**src/hw/rtl/sdq_pkg.sv**
```systemverilog
`timescale 1ns / 1ps

package sdq_pkg;

  localparam int DQ_DEPTH  = 64;
  localparam int DQ_IDX_W  = $clog2(DQ_DEPTH);
  localparam int DQ_CNT_W  = $clog2(DQ_DEPTH + 1);
  localparam int DQ_DATA_W = 32;

  typedef enum logic [2:0] {
    OP_PUSH_HEAD = 3'd0,
    OP_PUSH_TAIL = 3'd1,
    OP_POP_HEAD  = 3'd2,
    OP_POP_TAIL  = 3'd3,
    OP_LOOKUP    = 3'd4,
    OP_MAX       = 3'd5,
    OP_MIN       = 3'd6,
    OP_LENGTH    = 3'd7
  } op_t;

  typedef enum logic [1:0] {
    STAT_OK    = 2'd0,
    STAT_FULL  = 2'd1,
    STAT_EMPTY = 2'd2
  } status_t;

  typedef enum logic [1:0] {
    ST_IDLE,
    ST_SCAN,
    ST_DONE
  } state_t;

  typedef struct packed {
    op_t                          operation;
    logic signed [DQ_DATA_W-1:0]  value;
  } req_beat_t;

  typedef struct packed {
    logic signed [DQ_DATA_W-1:0]  answer;
    logic [DQ_CNT_W-1:0]          count_after;
    status_t                      status;
  } rsp_beat_t;

  // ring slot of the k-th value counted from base
  function automatic logic [DQ_IDX_W-1:0] ring_slot(input logic [DQ_IDX_W-1:0] base,
                                                    input logic [DQ_CNT_W-1:0] k);
    logic [DQ_CNT_W:0] sum;
    logic [DQ_CNT_W:0] wrapped;
    sum = {{(DQ_CNT_W + 1 - DQ_IDX_W){1'b0}}, base} + {1'b0, k};
    if (sum >= (DQ_CNT_W + 1)'(DQ_DEPTH)) begin
      wrapped = sum - (DQ_CNT_W + 1)'(DQ_DEPTH);
    end else begin
      wrapped = sum;
    end
    return wrapped[DQ_IDX_W-1:0];
  endfunction

endpackage

```
**src/hw/rtl/searchable_deque.sv**
```systemverilog
`timescale 1ns / 1ps

// Bounded double-ended queue of signed 32-bit values held in a 64-entry ring
// memory, with push/pop at either end and whole-store lookup, maximum, minimum
// and length requests. One request is taken at a time: req_stall is high from
// the cycle after a beat is taken until its response is loaded into the output
// register, while a finished response may still wait on rsp_stall. Push, pop
// and length go straight to the response without a scan; lookup and max scan
// the stored values once and min scans them twice. The scans use the single
// registered read port of the entry memory, read once per cycle, and feed one
// shared signed compare unit; min runs a max pass first, since its start value
// is that maximum. Max of an empty or all-negative store answers 0. Pushes
// into a full store and pops from an empty one leave the store as it is and
// report it in status.

module searchable_deque (
  input  logic               clk,
  input  logic               rst,
  input  logic               req_valid,
  output logic               req_stall,
  input  sdq_pkg::req_beat_t req,
  output logic               rsp_valid,
  input  logic               rsp_stall,
  output sdq_pkg::rsp_beat_t rsp
);

  import sdq_pkg::*;

  state_t state;
  state_t state_next;

  logic signed [DQ_DATA_W-1:0] mem [DQ_DEPTH];
  logic signed [DQ_DATA_W-1:0] rd_data;
  logic                        rd_vld;

  logic [DQ_IDX_W-1:0]         head;
  logic [DQ_CNT_W-1:0]         count;
  op_t                         cur_op;
  logic signed [DQ_DATA_W-1:0] key;
  logic signed [DQ_DATA_W-1:0] best;
  logic                        found;
  logic                        pass;
  logic [DQ_CNT_W-1:0]         issue_idx;
  logic signed [DQ_DATA_W-1:0] res_answer;
  status_t                     res_status;

  logic                        req_take;
  logic                        rsp_free;
  logic                        is_full;
  logic                        is_empty;
  logic                        is_scan_op;
  logic                        mem_we;
  logic [DQ_IDX_W-1:0]         mem_waddr;
  logic                        mem_re;
  logic [DQ_IDX_W-1:0]         rd_addr;
  logic                        scan_end;
  logic                        scan_last;
  logic [DQ_IDX_W-1:0]         head_dec;
  logic [DQ_IDX_W-1:0]         head_inc;

  // shared compare unit
  logic signed [DQ_DATA_W-1:0] cmp_b;
  logic                        cmp_gt;
  logic                        cmp_lt;
  logic                        cmp_eq;

  assign req_take   = req_valid && !req_stall;
  assign rsp_free   = !rsp_valid || !rsp_stall;
  assign is_full    = (count == DQ_CNT_W'(DQ_DEPTH));
  assign is_empty   = (count == '0);
  assign is_scan_op = (req.operation == OP_LOOKUP) || (req.operation == OP_MAX) ||
                      (req.operation == OP_MIN);
  assign head_dec   = ring_slot(head, DQ_CNT_W'(DQ_DEPTH - 1));
  assign head_inc   = ring_slot(head, DQ_CNT_W'(1));
  assign rd_addr    = ring_slot(head, issue_idx);
  assign scan_last  = (cur_op != OP_MIN) || pass;

  assign cmp_b  = (cur_op == OP_LOOKUP) ? key : best;
  assign cmp_gt = rd_data > cmp_b;
  assign cmp_lt = rd_data < cmp_b;
  assign cmp_eq = rd_data == cmp_b;

  always_comb begin
    state_next = state;
    unique case (state)
      ST_IDLE: begin
        if (req_take) begin
          state_next = is_scan_op ? ST_SCAN : ST_DONE;
        end
      end
      ST_SCAN: begin
        if (scan_end && scan_last) begin
          state_next = ST_DONE;
        end
      end
      ST_DONE: begin
        if (rsp_free) begin
          state_next = ST_IDLE;
        end
      end
      default: state_next = ST_IDLE;
    endcase
  end

  always_comb begin
    req_stall = 1'b1;
    mem_re    = 1'b0;
    scan_end  = 1'b0;
    unique case (state)
      ST_IDLE: req_stall = 1'b0;
      ST_SCAN: begin
        mem_re   = (issue_idx != count);
        scan_end = (issue_idx == count) && !rd_vld;
      end
      ST_DONE: ;
      default: ;
    endcase
  end

  always_comb begin
    mem_we    = 1'b0;
    mem_waddr = head_dec;
    if (req_take && !is_full) begin
      if (req.operation == OP_PUSH_HEAD) begin
        mem_we = 1'b1;
      end else if (req.operation == OP_PUSH_TAIL) begin
        mem_we    = 1'b1;
        mem_waddr = ring_slot(head, count);
      end
    end
  end

  always_ff @(posedge clk) begin
    if (mem_we) begin
      mem[mem_waddr] <= req.value;
    end
    if (mem_re) begin
      rd_data <= mem[rd_addr];
    end
  end

  always_ff @(posedge clk) begin
    if (rst) begin
      state  <= ST_IDLE;
      head   <= '0;
      count  <= '0;
      rd_vld <= 1'b0;
    end else begin
      state  <= state_next;
      rd_vld <= mem_re;
      if (req_take) begin
        unique case (req.operation)
          OP_PUSH_HEAD: begin
            if (!is_full) begin
              head  <= head_dec;
              count <= count + DQ_CNT_W'(1);
            end
          end
          OP_PUSH_TAIL: begin
            if (!is_full) begin
              count <= count + DQ_CNT_W'(1);
            end
          end
          OP_POP_HEAD: begin
            if (!is_empty) begin
              head  <= head_inc;
              count <= count - DQ_CNT_W'(1);
            end
          end
          OP_POP_TAIL: begin
            if (!is_empty) begin
              count <= count - DQ_CNT_W'(1);
            end
          end
          default: ;
        endcase
      end
    end
  end

  always_ff @(posedge clk) begin
    if (req_take) begin
      cur_op     <= req.operation;
      key        <= req.value;
      best       <= '0;
      found      <= 1'b0;
      pass       <= 1'b0;
      issue_idx  <= '0;
      res_answer <= '0;
      res_status <= STAT_OK;
      case (req.operation) inside
        OP_PUSH_HEAD, OP_PUSH_TAIL: begin
          if (is_full) begin
            res_status <= STAT_FULL;
          end
        end
        OP_POP_HEAD, OP_POP_TAIL: begin
          if (is_empty) begin
            res_status <= STAT_EMPTY;
          end
        end
        OP_LENGTH: res_answer <= DQ_DATA_W'(count);
        default: ;
      endcase
    end else if (state == ST_SCAN) begin
      if (mem_re) begin
        issue_idx <= issue_idx + DQ_CNT_W'(1);
      end
      if (rd_vld) begin
        if (cur_op == OP_LOOKUP) begin
          if (cmp_eq) begin
            found <= 1'b1;
          end
        end else if (!pass) begin
          if (cmp_gt) begin
            best <= rd_data;
          end
        end else if (cmp_lt) begin
          best <= rd_data;
        end
      end
      if (scan_end) begin
        if (scan_last) begin
          res_answer <= (cur_op == OP_LOOKUP) ? DQ_DATA_W'(found) : best;
        end else begin
          // second pass for min, starting from the max just found
          pass      <= 1'b1;
          issue_idx <= '0;
        end
      end
    end
  end

  always_ff @(posedge clk) begin
    if (rst) begin
      rsp_valid <= 1'b0;
    end else if (state == ST_DONE && rsp_free) begin
      rsp_valid <= 1'b1;
    end else if (!rsp_stall) begin
      rsp_valid <= 1'b0;
    end
  end

  always_ff @(posedge clk) begin
    if (state == ST_DONE && rsp_free) begin
      rsp.answer      <= res_answer;
      rsp.count_after <= count;
      rsp.status      <= res_status;
    end
  end

  a_count_bound: assert property (@(posedge clk) disable iff (rst)
    count <= DQ_CNT_W'(DQ_DEPTH))
    else $error("stored count beyond depth");

  a_full_status: assert property (@(posedge clk) disable iff (rst)
    rsp_valid && rsp.status == STAT_FULL |-> rsp.count_after == DQ_CNT_W'(DQ_DEPTH))
    else $error("full status with room left");

  a_empty_status: assert property (@(posedge clk) disable iff (rst)
    rsp_valid && rsp.status == STAT_EMPTY |-> rsp.count_after == '0)
    else $error("empty status with values stored");

  a_read_in_scan: assert property (@(posedge clk) disable iff (rst)
    rd_vld |-> state == ST_SCAN)
    else $error("read data outside a scan");

  a_push_grows: assert property (@(posedge clk) disable iff (rst)
    req_take && !is_full &&
    (req.operation == OP_PUSH_HEAD || req.operation == OP_PUSH_TAIL)
    |=> count == $past(count) + DQ_CNT_W'(1))
    else $error("accepted push did not grow the store");

endmodule

```
**config.mk**
```make
export PLATFORM = sky130hd
export DESIGN_NAME = searchable_deque
export DESIGN_NICKNAME = d
export VERILOG_FILES = /design/src/hw/rtl/sdq_pkg.sv /design/src/hw/rtl/searchable_deque.sv
export SDC_FILE = /design/constraint.sdc
export NUM_CORES = 2
export LEC_CHECK = 0
export ABC_CLOCK_PERIOD_IN_PS = 4800
export BUFFER_PORTS_ARGS = -buffer_cell sky130_fd_sc_hd__buf_2
export CAP_MARGIN = 40
export CORE_MARGIN = 2
export CORE_UTILIZATION = 57
export CTS_CLUSTER_DIAMETER = 50
export DETAILED_ROUTE_END_ITERATION = 16
export PLACE_DENSITY_LB_ADDON = 0.25
export SLEW_MARGIN = 20
export SYNTH_ARGS = -nofsm -noshare
export SYNTH_HDL_FRONTEND = slang
export SYNTH_SLANG_ARGS = --single-unit
```
**constraint.sdc**
```tcl
create_clock -name clk -period 4.8 [get_ports clk]
set_input_delay 1.44 -clock clk [delete_from_list [all_inputs] [get_ports clk]]
set_output_delay 1.44 -clock clk [all_outputs]
set_load 0.01 [all_outputs]
```
# ---- Word-level counts from Yosys, hierarchy flattened
# Memories as Yosys holds them, arrays and structs flattened. A register that Yosys moved wholly into a read port is not among the register bits.
# Cells that the tools add are included.
dict set report word_totals {
  register_bits 168
  latch_bits 0
  ramBits 2048
  rom_bits 0
  input_bits 39
  output_inout_bits 43
  word_cells 138
  mem_count 1
}
# name words width read_ports rd_ports_with_merged_regs write_ports line_no
set mem_list {}
lappend mem_list {mem 64 32 1 1 1 searchable_deque.sv:32} ;# logic signed [DQ_DATA_W-1:0] mem [DQ_DEPTH];
dict set report op_classes {
  add_sub_neg 11
  multipliers 0
  div_mod_pow 0
  magnitude_cmp 6
  n_eq_ne 24
  n_shift 0
  n_mux 47
  bitwise 2
  n_reduce_logical 31
}
# op count
set op_table {}
lappend op_table {{$mux W32} 9}
lappend op_table {{$mux W7} 8}
lappend op_table {{$mux W6} 9}
lappend op_table {{$eq A32 B32 Y1} 1}
lappend op_table {{$gt A32 B32 Y1} 1}
lappend op_table {{$lt A32 B32 Y1} 1}
lappend op_table {{$sub A6 B1 Y6 const B} 4}
lappend op_table {{$add A6 B7 Y8} 2}
lappend op_table {{$ge A8 B7 Y1 const B} 2}
lappend op_table {{$eq A3 B3 Y1 const B} 5}
lappend op_table {{$add A7 B1 Y7 const B} 2}
lappend op_table {{$ge A7 B7 Y1 const B} 2}
lappend op_table {{$mux W2} 7}
lappend op_table {{$ne A2 B2 Y1 const B} 7}
lappend op_table {{$pmux W7 S2} 1}
lappend op_table {{$pmux W6 S2} 1}
lappend op_table {{$reduce_and A4 Y1} 3}
lappend op_table {{$reduce_bool A2 Y1} 6}
lappend op_table {{$mux W1} 11}
lappend op_table {{$reduce_and A3 Y1} 3}
lappend op_table {{$add A6 B1 Y7 const B} 1}
lappend op_table {{$add A6 B6 Y7 const B} 1}
lappend op_table {{$eq A7 B7 Y1} 1}
lappend op_table {{$eq A7 B7 Y1 const B} 1}
lappend op_table {{18 further kinds} 32}

# ---- Logic depth before layout (Yosys ltp)
dict set report logic_depth {
  depth_word 6
  depth_mapped 13
  mapped_depth_nobuf 10
}

# ---- Worst setup path before layout
# No wires, ideal clock.
dict set report synth_timing {
  path_kind {in2reg}
  startpoint {in req[34] (netlist name)}
  endpoint {mem mem[44][0], enable pin}
  setup_time_ns 0.421
  t_arrival_ns 4.456
  t_required_ns 4.379
  path_slack_ns -0.077
  cell_stages 8
  n_path_buf 1
  path_cell_list {or4b_4 a311oi_2 nand2_2 buf_6 mux2_4 nor2_4 nand2_4 nor2_1}
}
dict set report synth_via {
  elab_chain_len 6
  word_cells_on_any_way 10
  cone_classes {1 x eq/ne; 8 x mux; 1 x reduce/logical}
}
# element line_no
set synth_lines {}
lappend synth_lines {{start: declaration} searchable_deque.sv:21} ;# input sdq_pkg::req_beat_t req,
lappend synth_lines {{$eq A3 B1 Y1} searchable_deque.sv:126} ;# end else if (req.operation == OP_PUSH_TAIL) begin
lappend synth_lines {{$mux W1} searchable_deque.sv:126}
lappend synth_lines {{$mux W1} searchable_deque.sv:124} ;# if (req.operation == OP_PUSH_HEAD) begin
lappend synth_lines {{$mux W1} searchable_deque.sv:123} ;# if (req_take && !is_full) begin
lappend synth_lines {{$mux W1} searchable_deque.sv:134} ;# if (mem_we) begin
lappend synth_lines {{$mux W1 (not written as such)} searchable_deque.sv:135} ;# mem[mem_waddr] <= req.value;
lappend synth_lines {{end: declaration} searchable_deque.sv:32}
# Several ways; a longest one is shown, not always the timed one.

# ---- Worst setup path in the final report
dict set report layout_timing {
  startpoint {reg issue_idx[0]}
  endpoint {reg rd_data[7] (read register of mem), data pin}
}
dict set report layout_via {
  elab_chain_len 3
  word_cells_on_any_way 6
  cone_classes {2 x add/sub; 1 x order compare; 1 x eq/ne; 2 x mux}
}
# element line_no
set layout_lines {}
lappend layout_lines {{start: declaration} searchable_deque.sv:43} ;# logic [DQ_CNT_W-1:0] issue_idx;
lappend layout_lines {{start signal: assignment} searchable_deque.sv:207} ;# issue_idx <= issue_idx + DQ_CNT_W'(1);
lappend layout_lines {{$add A6 B7 Y8} sdq_pkg.sv:49} ;# sum = {{(DQ_CNT_W + 1 - DQ_IDX_W){1'b0}}, base} + {1'b0, k};
lappend layout_lines {{$ge A8 B7 Y1 / $sub A6 B1 Y6 (equally long branches)} {sdq_pkg.sv:50, sdq_pkg.sv:51}}
lappend layout_lines {{$mux W6} sdq_pkg.sv:50} ;# if (sum >= (DQ_CNT_W + 1)'(DQ_DEPTH)) begin
lappend layout_lines {{end: declaration} searchable_deque.sv:33} ;# logic signed [DQ_DATA_W-1:0] rd_data;
# Several ways; a longest one is shown, not always the timed one.
# A chain may end at the register's enable or synchronous reset.

==> flow_metrics.env <==
export IMPL_gp_congestion=0.867
export IMPL_cts_setup_buffers=0
export IMPL_wl_per_cell_um=32.8
export IMPL_rows=143
export IMPL_slew_viol_final=0
export IMPL_ios=82
export IMPL_cts_hold_buffers=0
export IMPL_ys_warn_count=0
export IMPL_drive_gt1_share_pct=32.3
export IMPL_synth_common_cells="edfxtp_1, mux4_2, nor2_1, clkbuf_1, a21oi_1"
export IMPL_start_kind="flip-flop"
export IMPL_drt_iter0_markers=5420
export IMPL_rr_startpoint="issue_idx[0]"
export IMPL_total_power_w=0.0431
export IMPL_yosysSeqAreaShare_pct=77.1
export IMPL_critPathRequiredTime_ns=5.30
export IMPL_worstSetupEndpointType="flip-flop"
export IMPL_design_area_um2=100000
export IMPL_yosys_area_top_type="edfxtp_1"
export IMPL_grt_pass1_vias=41000
export IMPL_worst_slew_pin_slew_ns=0.804
export IMPL_syn_area_per_cell_um2=23.0
export IMPL_synth_area_um2=86700
export IMPL_fin_nets=4245
export IMPL_first_pass_iters=5
export IMPL_path_class="reg2reg"
export IMPL_clock_skew_final_ns=0.0417
export IMPL_fin_crit_sh_pct=90.2
export IMPL_yosysTopAreaCellShare_pct=75.8
export IMPL_antenna_found_initial=9
export IMPL_syn_num_nets=3859
export IMPL_cts_sinks=2248
export IMPL_max_freq_ghz=0.231
export IMPL_slew_headroom_pct=46.4
export IMPL_floorplan_initialDensity_pct=57.2
export IMPL_path_clk_slew_ns=0.06
export IMPL_rsz0062_at_grt="no"
export IMPL_maxCapViolCount=0
export IMPL_final_hold_viol_count=0
export IMPL_io_buffers=81
export IMPL_met3_usage_pct=4.86
export IMPL_grt_max_degree=81
export IMPL_critPathMaxFanout=18
export IMPL_seqCellArea_um2=66900
export IMPL_multi_input_area_um2=19500
export IMPL_whs_path_depth=0
export IMPL_synth_edf_count=2190
export IMPL_cp_cell_sequence="ha_4, fa_4, buf_4, mux4_2, mux4_2, nor2b_1, a211oi_1, buf_4, a21oi_1"
export IMPL_cts_made_buffers=216
export IMPL_grt_pass1_wl_mm=302
export IMPL_overflow=0
export IMPL_htreeDepth=4
export IMPL_num_vias=41300
export IMPL_track_usage_pct=27.3
export IMPL_arrival_ns=4.84
export IMPL_clk_latency_ns=0.84
export IMPL_grt_met2_usage_pct=43.9
export IMPL_busiest_layer="met2"
export IMPL_ant_nets=0
export IMPL_ys_seq_elements=2248
export IMPL_rr_worst_depth=9
export IMPL_die_h_um=394
export IMPL_syn_inst=3767
export IMPL_vias_per_cell=6.48
export IMPL_cts_buffer_depth=3
export IMPL_grt_util_met1_pct=39.7
export IMPL_crit_start="issue_idx[0]"
export IMPL_dp_hpwl_mm=133
export IMPL_cp_num_buf_inv=2
export IMPL_yosysMostFrequentCell="edfxtp_1"
export IMPL_fin_crit_ns=4.33
export IMPL_total_leakage_power_nw=31.0
export IMPL_cts_tree="built"
export IMPL_wirelength_mm=209
export IMPL_synthTopCellsByArea="edfxtp_1, mux4_2, dfxtp_1, mux2i_1, ha_1"
export IMPL_post_cts_resized=0
export IMPL_drc_errors=0
export IMPL_status="finished clean"
export IMPL_cp_slowest_cell="fa_4"
export IMPL_cts_root_buffer="clkbuf_16"
export IMPL_fillers=9350
export IMPL_power_density_nw_per_um2=429
export IMPL_slowest_delay_ns=1.09
export IMPL_die_w_um=394
export IMPL_syn_to_final_growth_pct=15.8
export IMPL_synth_distinct_cells=57
export IMPL_placed_area_um2=93100
export IMPL_cp_top_family="adder cells"
export IMPL_synthArstFlopShare_pct=0
export IMPL_core_um2=152000
export IMPL_hp_class="reg2reg"
export IMPL_vdd_drop_max_v=0.000366
export IMPL_min_from="res_answer[13]"
export IMPL_finalSetupViolCount=0
export IMPL_fp_dieArea_um2=155000
export IMPL_synthFlopType="edfxtp_1"
export IMPL_crit_cells=9
flip-flops by register name, summed over array words and instances, names as in the netlist, 7 cells and up:
| signal | count |
|---|---|
| count | 7 |
| rd_data | 32 |
| key | 32 |
| mem | 2048 |
| best | 32 |
| rsp | 41 |
| res_answer | 32 |
| issue_idx | 7 |
layout make-up:
class                      count  share of cell area [%]
sequential                  2248                    66.6
timing repair buffer         357                    4.23
clock inverter               118                    1.37
tap                         2030                    2.53
antenna                        3                 0.00747
clock buffer                 282                    5.76
inverter                      14                  0.0523
multi-input combinational   1316                    19.4
through the flow:
stage | utilization, % | instances | setup TNS (ns) | hold slack, ns | worst slack (ns)
final | 66.3 | 6368 | 0 | 0.412 | 0.469
after floorplan | - | 3767 | -73.76 | 0.400 | -0.0769
after CTS | 66.1 | 6355 | 0 | 0.398 | 0.505
after detailed placement | 61.4 | 5955 | 0 | 0.405 | 0.387
after global placement | 61.2 | 5943 | 0 | 0.400 | 0.430
after global routing | 66.3 | 6366 | 0 | 0.412 | 0.313
path summary, 6_finish.rpt:
kind,endpoint,slack [ns]
setup reg to reg,rd_data[7],0.47
hold reg to reg,rsp[22],0.41
hold / removal,rsp[22],0.41
setup / recovery,rd_data[7],0.47
power by group:
part / leakage (nW) / switching [W] / internal [W] / total [W]
logic: 7.34 / 0.00235 / 0.00183 / 0.00418
clock network: 3.49 / 0.00718 / 0.00990 / 0.0171
registers: 20.2 / 0.0000777 / 0.0217 / 0.0218
total: 31.0 / 0.00961 / 0.0334 / 0.0431
routing by layer:
layer | vias to the layer above | wire length (µm) | share of wire, %
li1 | 16800 | - | -
met1 | 22100 | 81000 | 39
met2 | 2118 | 103000 | 49
met3 | 249 | 19700 | 9.4
met4 | 2 | 4960 | 2.4
met5 | - | 8 | 0.0038
logic make-up after synthesis:
kind of cell / count (synthesis) / share of synthesized area, %
flops: 2248 / 77.1
compound gates: 212 / 1.46
simple gates: 297 / 1.72
buf+inv: 203 / 1.00
mux: 717 / 17.5
xor+xnor: 37 / 0.374
fa+ha+maj: 53 / 0.790
worst reg2reg max path, stage by stage (launching register included):
cell and delay [ns]:
dfxtp_1 0.38, ha_4 0.19, fa_4 1.09, buf_4 0.45, mux4_2 0.41, mux4_2 0.52, nor2b_1 0.18, a211oi_1 0.48
buf_4 0.23, a21oi_1 0.09
placed cells by master (no fill, tap or decap), types with 37 or more instances in the layout:
cell type,Yosys,routed
a21oi_1,98,96
buf_12,0,120
buf_2,72,72
buf_4,0,151
clkbuf_1,100,58
clkbuf_16,0,221
clkinv_2,0,37
dfxtp_1,58,58
edfxtp_1,2190,2190
ha_1,50,49
mux2i_1,72,70
mux4_2,640,640
nand3_1,48,48
nor2_1,108,44
nor2_4,2,66
o21ai_0,44,44
Power figures use the tool's default switching activity.
